$ cat config.mk
export PLATFORM = sky130hd
export DESIGN_NAME = cube_map_face_select
export DESIGN_NICKNAME = d
export VERILOG_FILES = /design/src/cmfs_pkg.sv /design/src/cube_map_face_select.sv /design/src/cmfs_select.sv /design/src/cmfs_divider.sv
export VERILOG_INCLUDE_DIRS = /design/src /design/src/src
export SDC_FILE = /design/constraint.sdc
export NUM_CORES = 2
export LEC_CHECK = 0
export BUFFER_PORTS_ARGS = -buffer_cell sky130_fd_sc_hd__clkbuf_2
export CAP_MARGIN = 10
export CORE_UTILIZATION = 64
export CTS_CLUSTER_SIZE = 8
export DETAILED_ROUTE_END_ITERATION = 8
export GPL_TIMING_DRIVEN = 0
export PLACE_DENSITY_LB_ADDON = 0.08
export SLEW_MARGIN = 20
export SYNTH_ARGS = -nofsm -noshare
export SYNTH_HDL_FRONTEND = slang
export SYNTH_SLANG_ARGS = --single-unit
$ cat constraint.sdc
create_clock -name i_clk -period 10.2 [get_ports i_clk]
set_input_delay 2.04 -clock i_clk [delete_from_list [all_inputs] [get_ports i_clk]]
set_output_delay 2.04 -clock i_clk [all_outputs]
set_load 0.01 [all_outputs]
$ cat src/cube_map_face_select_macros.svh
// Assertion macros shared by the cube map face select RTL.
// Set ASSERT_OFF to compile them out.
`ifndef CUBE_MAP_FACE_SELECT_MACROS_SVH
`define CUBE_MAP_FACE_SELECT_MACROS_SVH

`ifndef ASSERT_OFF
`define CMFS_ASSERT_IMP(lbl, clk, rst_n, ante, cons) \
    lbl: assert property (@(posedge clk) disable iff (!rst_n) (ante) |-> (cons)) \
        else $error("cmfs assertion failed");
`define CMFS_ASSERT_SEQ(lbl, clk, rst_n, ante, cons) \
    lbl: assert property (@(posedge clk) disable iff (!rst_n) (ante) |-> cons) \
        else $error("cmfs sequence assertion failed");
`else
`define CMFS_ASSERT_IMP(lbl, clk, rst_n, ante, cons)
`define CMFS_ASSERT_SEQ(lbl, clk, rst_n, ante, cons)
`endif

`endif

$ cat src/cmfs_pkg.sv
package cmfs_pkg;

    localparam int DIR_W       = 16;
    localparam int MAG_W       = 17;
    localparam int FACE_W      = 3;
    localparam int FACE_SIZE_W = 11;
    localparam int TEXEL_W     = 10;
    localparam int INDEX_W     = 20;

    localparam logic [FACE_SIZE_W-1:0] FACE_SIZE_RST = 11'd256;

    localparam logic [FACE_W-1:0] FACE_POS_X = 3'd0;
    localparam logic [FACE_W-1:0] FACE_NEG_X = 3'd1;
    localparam logic [FACE_W-1:0] FACE_POS_Y = 3'd2;
    localparam logic [FACE_W-1:0] FACE_NEG_Y = 3'd3;
    localparam logic [FACE_W-1:0] FACE_POS_Z = 3'd4;
    localparam logic [FACE_W-1:0] FACE_NEG_Z = 3'd5;

    typedef struct packed {
        logic signed [DIR_W-1:0] dir_x;
        logic signed [DIR_W-1:0] dir_y;
        logic signed [DIR_W-1:0] dir_z;
    } t_dir;

    typedef struct packed {
        logic [FACE_W-1:0]  face;
        logic [TEXEL_W-1:0] texel_x;
        logic [TEXEL_W-1:0] texel_y;
        logic [INDEX_W-1:0] texel_index;
        logic               zero_direction;
    } t_result;

    // face and zero flag carried alongside the division
    typedef struct packed {
        logic [FACE_W-1:0] face;
        logic              zero;
    } t_tag;

    typedef struct packed {
        t_tag                    tag;
        logic [MAG_W-1:0]        m;
        logic signed [MAG_W-1:0] s;
        logic signed [MAG_W-1:0] t;
    } t_sel;

endpackage

$ cat src/cube_map_face_select.sv
// Cube map face select. One request is taken every clock cycle (busy never rises) and its
// result appears on o_result with o_result_valid after the select register, the scale
// register, the texel divider stages, the clamp register and the output register; the texel
// divider resolves one quotient bit per pipeline stage for both texel axes at once.
// Results are in request order and must be taken in the cycle they are shown. The face
// size register may only be written while no request is in flight.
`include "cube_map_face_select_macros.svh"

module cube_map_face_select import cmfs_pkg::*; #(
    parameter int MAX_FACE_SIZE = 1024
) (
    input  logic                   i_clk,
    input  logic                   i_rst_n,
    input  logic                   start,
    output logic                   busy,
    input  t_dir                   i_dir,
    output logic                   o_result_valid,
    output t_result                o_result,
    input  logic                   i_cfg_valid,
    output logic                   o_cfg_ready,
    input  logic [FACE_SIZE_W-1:0] i_cfg_data
);

    localparam int SW  = $clog2(MAX_FACE_SIZE + 1);
    localparam int NW  = MAG_W + SW;
    localparam int DW  = MAG_W;
    localparam int IW  = (2 * SW + 1 > INDEX_W) ? 2 * SW + 1 : INDEX_W;
    localparam int TW  = (SW > TEXEL_W) ? SW : TEXEL_W;
    localparam int LAT = SW + 4;

    logic [FACE_SIZE_W-1:0] r_face_size;
    logic [SW-1:0]          w_size, w_size_m1;

    logic                   a_vld;
    t_sel                   a_sel;

    logic [MAG_W:0]         sum_s, sum_t;
    logic                   r_b_vld;
    logic [NW-1:0]          r_b_num_s, r_b_num_t;
    logic [DW-1:0]          r_b_den;
    t_tag                   r_b_tag;

    logic                   c_vld;
    logic [SW-1:0]          c_q_s, c_q_t;
    t_tag                   c_tag;

    logic [SW-1:0]          n_d_tx, n_d_ty;
    logic                   r_d_vld;
    logic [SW-1:0]          r_d_tx;
    logic [IW-1:0]          r_d_prod;
    logic [SW-1:0]          r_d_ty;
    t_tag                   r_d_tag;

    logic [TW-1:0]          ext_tx, ext_ty;
    logic [IW-1:0]          idx_sum;
    t_result                n_out;
    logic                   r_out_vld;
    t_result                r_out;

    assign busy        = 1'b0;
    assign o_cfg_ready = 1'b1;

    always_ff @(posedge i_clk) begin
        if (!i_rst_n) begin
            r_face_size <= FACE_SIZE_RST;
        end else if (i_cfg_valid && o_cfg_ready) begin
            r_face_size <= i_cfg_data;
        end
    end

    always_comb begin
        priority if (r_face_size == '0) begin
            w_size = SW'(1);
        end else if (int'(r_face_size) > MAX_FACE_SIZE) begin
            w_size = SW'(MAX_FACE_SIZE);
        end else begin
            w_size = SW'(r_face_size);
        end
    end
    assign w_size_m1 = w_size - SW'(1);

    cmfs_select u_select (
        .i_clk   (i_clk),
        .i_rst_n (i_rst_n),
        .i_vld   (start && !busy),
        .i_dir   (i_dir),
        .o_vld   (a_vld),
        .o_sel   (a_sel)
    );

    // offset minor components into 0..2m and scale by the face size
    assign sum_s = {a_sel.s[MAG_W-1], a_sel.s} + {1'b0, a_sel.m};
    assign sum_t = {a_sel.t[MAG_W-1], a_sel.t} + {1'b0, a_sel.m};

    always_ff @(posedge i_clk) begin
        if (!i_rst_n) begin
            r_b_vld <= 1'b0;
        end else begin
            r_b_vld <= a_vld;
        end
    end

    always_ff @(posedge i_clk) begin
        r_b_num_s <= NW'(sum_s[MAG_W-1:0]) * NW'(w_size);
        r_b_num_t <= NW'(sum_t[MAG_W-1:0]) * NW'(w_size);
        r_b_den   <= {a_sel.m[DW-2:0], 1'b0};
        r_b_tag   <= a_sel.tag;
    end

    cmfs_divider #(
        .NW (NW),
        .DW (DW),
        .QW (SW)
    ) u_divider (
        .i_clk   (i_clk),
        .i_rst_n (i_rst_n),
        .i_vld   (r_b_vld),
        .i_num_s (r_b_num_s),
        .i_num_t (r_b_num_t),
        .i_den   (r_b_den),
        .i_tag   (r_b_tag),
        .o_vld   (c_vld),
        .o_q_s   (c_q_s),
        .o_q_t   (c_q_t),
        .o_tag   (c_tag)
    );

    assign n_d_tx = (c_q_s > w_size_m1) ? w_size_m1 : c_q_s;
    assign n_d_ty = (c_q_t > w_size_m1) ? w_size_m1 : c_q_t;

    always_ff @(posedge i_clk) begin
        if (!i_rst_n) begin
            r_d_vld <= 1'b0;
        end else begin
            r_d_vld <= c_vld;
        end
    end

    always_ff @(posedge i_clk) begin
        r_d_tx   <= n_d_tx;
        r_d_ty   <= n_d_ty;
        r_d_prod <= IW'(n_d_ty) * IW'(w_size);
        r_d_tag  <= c_tag;
    end

    assign ext_tx  = TW'(r_d_tx);
    assign ext_ty  = TW'(r_d_ty);
    assign idx_sum = r_d_prod + IW'(r_d_tx);

    always_comb begin
        n_out = '0;
        n_out.zero_direction = r_d_tag.zero;
        if (!r_d_tag.zero) begin
            n_out.face        = r_d_tag.face;
            n_out.texel_x     = ext_tx[TEXEL_W-1:0];
            n_out.texel_y     = ext_ty[TEXEL_W-1:0];
            n_out.texel_index = idx_sum[INDEX_W-1:0];
        end
    end

    always_ff @(posedge i_clk) begin
        if (!i_rst_n) begin
            r_out_vld <= 1'b0;
        end else begin
            r_out_vld <= r_d_vld;
        end
    end

    always_ff @(posedge i_clk) begin
        r_out <= n_out;
    end

    assign o_result_valid = r_out_vld;
    assign o_result       = r_out;

    `CMFS_ASSERT_SEQ(a_latency, i_clk, i_rst_n, start && !busy, ##LAT o_result_valid)
    `CMFS_ASSERT_IMP(a_no_spurious, i_clk, i_rst_n, o_result_valid, $past(start && !busy, LAT))
    `CMFS_ASSERT_IMP(a_face_code, i_clk, i_rst_n, o_result_valid, o_result.face <= FACE_NEG_Z)
    `CMFS_ASSERT_IMP(a_texel_range, i_clk, i_rst_n,
        o_result_valid && !o_result.zero_direction,
        (32'(o_result.texel_x) < 32'(w_size)) && (32'(o_result.texel_y) < 32'(w_size)))

endmodule

$ cat src/cmfs_select.sv
module cmfs_select import cmfs_pkg::*; (
    input  logic i_clk,
    input  logic i_rst_n,
    input  logic i_vld,
    input  t_dir i_dir,
    output logic o_vld,
    output t_sel o_sel
);

    logic signed [MAG_W-1:0] xe, ye, ze;
    logic signed [MAG_W-1:0] nx, ny, nz;
    logic [MAG_W-1:0]        ax, ay, az;
    t_sel                    n_sel;
    logic                    r_vld;
    t_sel                    r_sel;

    assign xe = {i_dir.dir_x[DIR_W-1], i_dir.dir_x};
    assign ye = {i_dir.dir_y[DIR_W-1], i_dir.dir_y};
    assign ze = {i_dir.dir_z[DIR_W-1], i_dir.dir_z};
    assign nx = -xe;
    assign ny = -ye;
    assign nz = -ze;
    assign ax = xe[MAG_W-1] ? nx : xe;
    assign ay = ye[MAG_W-1] ? ny : ye;
    assign az = ze[MAG_W-1] ? nz : ze;

    always_comb begin
        n_sel          = '0;
        n_sel.tag.zero = (ax == '0) && (ay == '0) && (az == '0);
        priority if ((ax >= ay) && (ax >= az)) begin
            n_sel.m = ax;
            n_sel.t = ny;
            if (!xe[MAG_W-1] && (xe != '0)) begin
                n_sel.tag.face = FACE_POS_X;
                n_sel.s        = nz;
            end else begin
                n_sel.tag.face = FACE_NEG_X;
                n_sel.s        = ze;
            end
        end else if (ay >= az) begin
            n_sel.m = ay;
            n_sel.s = xe;
            if (!ye[MAG_W-1] && (ye != '0)) begin
                n_sel.tag.face = FACE_POS_Y;
                n_sel.t        = ze;
            end else begin
                n_sel.tag.face = FACE_NEG_Y;
                n_sel.t        = nz;
            end
        end else begin
            n_sel.m = az;
            n_sel.t = ny;
            if (!ze[MAG_W-1] && (ze != '0)) begin
                n_sel.tag.face = FACE_POS_Z;
                n_sel.s        = xe;
            end else begin
                n_sel.tag.face = FACE_NEG_Z;
                n_sel.s        = nx;
            end
        end
        if (n_sel.tag.zero) begin
            n_sel.tag.face = FACE_POS_X;
        end
    end

    always_ff @(posedge i_clk) begin
        if (!i_rst_n) begin
            r_vld <= 1'b0;
        end else begin
            r_vld <= i_vld;
        end
    end

    always_ff @(posedge i_clk) begin
        r_sel <= n_sel;
    end

    assign o_vld = r_vld;
    assign o_sel = r_sel;

endmodule

$ cat src/cmfs_divider.sv
module cmfs_divider import cmfs_pkg::*; #(
    parameter int NW = 28,
    parameter int DW = 17,
    parameter int QW = 11
) (
    input  logic          i_clk,
    input  logic          i_rst_n,
    input  logic          i_vld,
    input  logic [NW-1:0] i_num_s,
    input  logic [NW-1:0] i_num_t,
    input  logic [DW-1:0] i_den,
    input  t_tag          i_tag,
    output logic          o_vld,
    output logic [QW-1:0] o_q_s,
    output logic [QW-1:0] o_q_t,
    output t_tag          o_tag
);

    // one quotient bit per stage, most significant first
    logic [NW-1:0] w_rs  [QW];
    logic [NW-1:0] w_rt  [QW];
    logic [DW-1:0] w_den [QW];
    logic [QW-1:0] w_qs  [QW+1];
    logic [QW-1:0] w_qt  [QW+1];
    t_tag          w_tag [QW+1];
    logic [QW:0]   w_vld;

    assign w_rs[0]  = i_num_s;
    assign w_rt[0]  = i_num_t;
    assign w_den[0] = i_den;
    assign w_qs[0]  = '0;
    assign w_qt[0]  = '0;
    assign w_tag[0] = i_tag;
    assign w_vld[0] = i_vld;

    for (genvar k = 0; k < QW; k++) begin : g_stg
        localparam int B = QW - 1 - k;

        logic [NW-1:0] dsh;
        logic          bit_s, bit_t;
        logic [QW-1:0] n_qs, n_qt;
        logic          r_vld;
        logic [QW-1:0] r_qs, r_qt;
        t_tag          r_tag;

        assign dsh   = NW'(w_den[k]) << B;
        assign bit_s = w_rs[k] >= dsh;
        assign bit_t = w_rt[k] >= dsh;
        assign n_qs  = w_qs[k] | (QW'(bit_s) << B);
        assign n_qt  = w_qt[k] | (QW'(bit_t) << B);

        always_ff @(posedge i_clk) begin
            if (!i_rst_n) begin
                r_vld <= 1'b0;
            end else begin
                r_vld <= w_vld[k];
            end
        end

        always_ff @(posedge i_clk) begin
            r_qs  <= n_qs;
            r_qt  <= n_qt;
            r_tag <= w_tag[k];
        end

        assign w_vld[k+1] = r_vld;
        assign w_qs[k+1]  = r_qs;
        assign w_qt[k+1]  = r_qt;
        assign w_tag[k+1] = r_tag;

        if (k < QW - 1) begin : g_rem
            logic [NW-1:0] r_rs, r_rt;
            logic [DW-1:0] r_den;

            always_ff @(posedge i_clk) begin
                r_rs  <= bit_s ? (w_rs[k] - dsh) : w_rs[k];
                r_rt  <= bit_t ? (w_rt[k] - dsh) : w_rt[k];
                r_den <= w_den[k];
            end

            assign w_rs[k+1]  = r_rs;
            assign w_rt[k+1]  = r_rt;
            assign w_den[k+1] = r_den;
        end
    end

    assign o_vld = w_vld[QW];
    assign o_q_s = w_qs[QW];
    assign o_q_t = w_qt[QW];
    assign o_tag = w_tag[QW];

endmodule

==> flow_summary.yaml <==
worst_setup_path:
  crit_slowest_cell: "a211oi_1"
  crit_buf_inv: 6
  crit_chain: "clkbuf_1 > clkbuf_1 > clkbuf_1 > nor2_1 > clkbuf_1 > clkbuf_1 > nand2_1 > fa_1 > fa_1 > fa_1 > fa_1 > fa_1 > inv_1 > ha_1 > or3_1 > or2_2 > nor4b_1 > o21ai_0 > a31oi_1 > nor3_1 > a211oi_1"
  startpoint_type: "register"
  regToRegSetupSlack_ns: 0.30
  critPathMaxFanout: 10
  path_class: "reg -> reg"
  worstPathRequired_ns: 10.75
  r2r_cells: 21
  critical-path-top-delay-family: "buffers and inverters"
  end_kind: "register"
  reg2reg_to: "r_b_num_t[24]"
  reg2reg_from: "r_face_size[10]"
  crit_arrival_ns: 10.45
  slowest_delay_ns: 0.92
placement:
  dpl.hpwl_mm: 161
  preCtsSetupSlack_ns: -1.37
  place_area_um2: 69300
  dp_cells: 8730
  io_buffers: 94
  gp_congestion: 1.04
sta:
  period_needed_ns: 9.90
  setup_viol: 0
  slew_headroom_pct: 9.43
  final.setup.worst_slack_ns: 0.301
  finalCritPeriodShare_pct: 97.0
  final-hold-violation-count: 0
  clock_skew_ns: 0.0556
  setup-tns-final_ns: 0
  rsz0062_at_grt: "no"
  worst_slew_pin_slew_ns: 1.36
  slew_violations: 0
  max_freq_mhz: 101
die:
  fp.dieArea_um2: 106000
  io_pins: 110
  die_h_um: 326
  core_area_um2: 104000
  rows: 118
  die_width_um: 326
  initial_core_util_pct: 64.7
final_layout:
  num-fill-cells: 8084
  fin_area_um2: 74000
  drive_gt1_share_pct: 6.59
  syn_to_final_growth_pct: 10.4
  nNetsFinal: 8608
  final_cells: 8928
hold_path:
  hold_class: "reg -> reg"
  hold_end: "u_divider.g_stg[9].r_qt[4]"
  min_path_cells: 0
  hp-start: "u_divider.g_stg[8].r_qt[4]"
clock_tree:
  cts-buffers-inserted: 162
  hold_buffers: 0
  clock-sinks: 1142
  tritoncts: "built"
  clockBufferDepth: 3
  cts_root_buf: "clkbuf_16"
  worstSkewPairLatency_ns: 0.80
  htree_levels: 4
  clk_pin_slew_worst_paths_ns: 0.06
grt:
  grt_pass1_wl_mm: 305
  overflow: 0
  antenna_found_initial: 15
  track_usage_pct: 37.9
  grt_pass1_vias: 52600
  grt_max_degree: 17
synth:
  synth-main-ff-cell: "dfxtp_1"
  ys.warnings.count: 0
  seq_area_frac_synth_pct: 34.1
  syn_avg_cell_area_um2: 9.25
  synthArstFlopShare_pct: 0
  ys_types: 93
  synth_area_um2: 67000
  yosys_register_bits: 1142
  synthCells: 7243
  synth_edf_count: 0
detailed_routing:
  drtPass1Iterations: 8
  num_vias: 53200
  wl_per_cell_um: 22.7
  drtIter0Drc: 4319
  post-route-drc-count: 0
  final_antenna_net_count: 0
  routed_wirelength_mm: 202
  viasPerCell: 5.96
outcome:
  status: "finished clean"
run:
  maxCapViolCount: 0
-- flip-flops by register name, summed over array words and instances (netlist names), 16 cells and up --
name                         cells
u_divider.g_stg.r_qs            55
u_divider.g_stg.r_qt            55
u_divider.g_stg.r_tag           40
r_b_den                         16
u_select.o_sel                  55
r_b_num_s                       28
u_divider.g_stg.g_rem.r_rs     280
u_divider.g_stg.g_rem.r_den    160
r_d_prod                        20
r_b_num_t                       28
u_divider.g_stg.g_rem.r_rt     280
o_result                        44
-- layout make-up --
| cell class | count | area (um^2) | share of cell area, % |
|---|---|---|---|
| inverter | 730 | 2740 | 3.70 |
| tap | 1380 | 1730 | 2.33 |
| multi-input combinational | 5199 | 40800 | 55.2 |
| antenna | 9 | 22.5 | 0.0304 |
| buffer | 182 | 728 | 0.984 |
| timing repair buffer | 102 | 567 | 0.766 |
| sequential | 1142 | 22900 | 30.9 |
| clock buffer | 167 | 4110 | 5.56 |
| clock inverter | 17 | 419 | 0.566 |
-- through the flow --
stage               hold WS, ns  utilization (%)
floorplan                 0.310                -
global placement          0.310             66.8
detailed placement        0.312             66.9
CTS                       0.281             71.3
global route              0.295             71.4
finish                    0.282             71.4
-- metal layers --
layer / vias up / global-route usage, % / share of wire (%)
met2: 2269 / 58.3 / 44
met1: 25500 / 47.8 / 40
li1: 24900 / - / -
met3: 545 / 7.64 / 8.0
met4: 12 / 26.6 / 8.0
met5: - / 0 / 0.037
-- cell families (layout without fill, tap and decap cells) --
| family | count (synthesis) | count (layout) | synth area share (%) |
|---|---|---|---|
| AO/OA/AOI/OAI | 1318 | 1318 | 12.1 |
| buffers and inverters | 912 | 1198 | 5.15 |
| AND/OR/NAND/NOR | 2121 | 2121 | 15.2 |
| XOR/XNOR | 546 | 546 | 7.15 |
| adder cells (fa/ha/maj) | 1029 | 1029 | 23.3 |
| other | 2 | 21 | 0.0112 |
| flip-flops | 1142 | 1142 | 34.1 |
| multiplexers | 173 | 173 | 2.93 |
-- worst register-to-register path, stage by stage, from the launching register on --
cell and delay, ns:
dfxtp_1 0.32, clkbuf_1 0.22, clkbuf_1 0.29, clkbuf_1 0.34, nor2_1 0.65, clkbuf_1 0.90
clkbuf_1 0.87, nand2_1 0.20, fa_1 0.61, fa_1 0.43, fa_1 0.51, fa_1 0.43
fa_1 0.49, inv_1 0.04, ha_1 0.19, or3_1 0.40, or2_2 0.32, nor4b_1 0.63
o21ai_0 0.41, a31oi_1 0.36, nor3_1 0.11, a211oi_1 0.92
-- cell usage in the layout, fill, tap and decap left out, types with 98 or more instances in the layout --
cell type / instances
a21o_1: 98
a21oi_1: 454
and2_1: 114
clkbuf_1: 158
clkbuf_16: 162
dfxtp_1: 1142
fa_1: 370
ha_1: 656
inv_1: 721
mux2_2: 109
nand2_1: 632
nand2b_1: 101
nor2_1: 583
nor2b_1: 123
nor3_1: 153
o21ai_0: 305
xnor2_1: 315
xor2_1: 230
-- cell usage after synthesis (38+ instances only) --
cell,count,area [um^2]
or3_1,64,400
xnor2_1,315,2760
nor2_1,585,2200
nor4_1,58,363
nand2_1,632,2370
a21boi_0,38,285
ha_1,656,8210
mux2i_1,55,551
o31ai_1,39,293
nor3_1,154,771
o21a_1,86,646
nand4_1,63,394
nand3_1,88,440
nor2b_1,124,776
a211oi_1,55,413
mux2_2,109,1230
xor2_1,230,2010
nand2b_1,101,632
a31oi_1,42,263
a21oi_1,454,2270
clkbuf_1,163,612
and2_1,114,713
dfxtp_1,1142,22900
a21o_1,98,736
fa_1,370,7410
o21ai_0,306,1530
inv_1,721,2710
-- worst max-delay path by stage --
| stage | startpoint | endpoint | slack (ns) | cells past startpoint |
|---|---|---|---|---|
| after floorplan | r_face_size[3] | r_d_prod[19] | 1.79 | 35 |
| after global placement | r_face_size[3] | r_d_prod[19] | -1.22 | 35 |
| after detailed placement | r_face_size[4] | r_d_prod[19] | -1.37 | 35 |
| after CTS | r_face_size[3] | r_d_prod[19] | 0.18 | 35 |
| after global routing | r_face_size[10] | r_b_num_t[26] | 0.10 | 23 |
| final | r_face_size[10] | r_b_num_t[24] | 0.30 | 21 |
-- timing repair --
item	CTS	global route
setup endpoints to repair	10	3
gates resized for setup	8	7
setup buffers	2	2
Power is left out: the tool's default activity adds up to more than one toggle a clock period on the data nets, which glitch-free logic cannot reach.
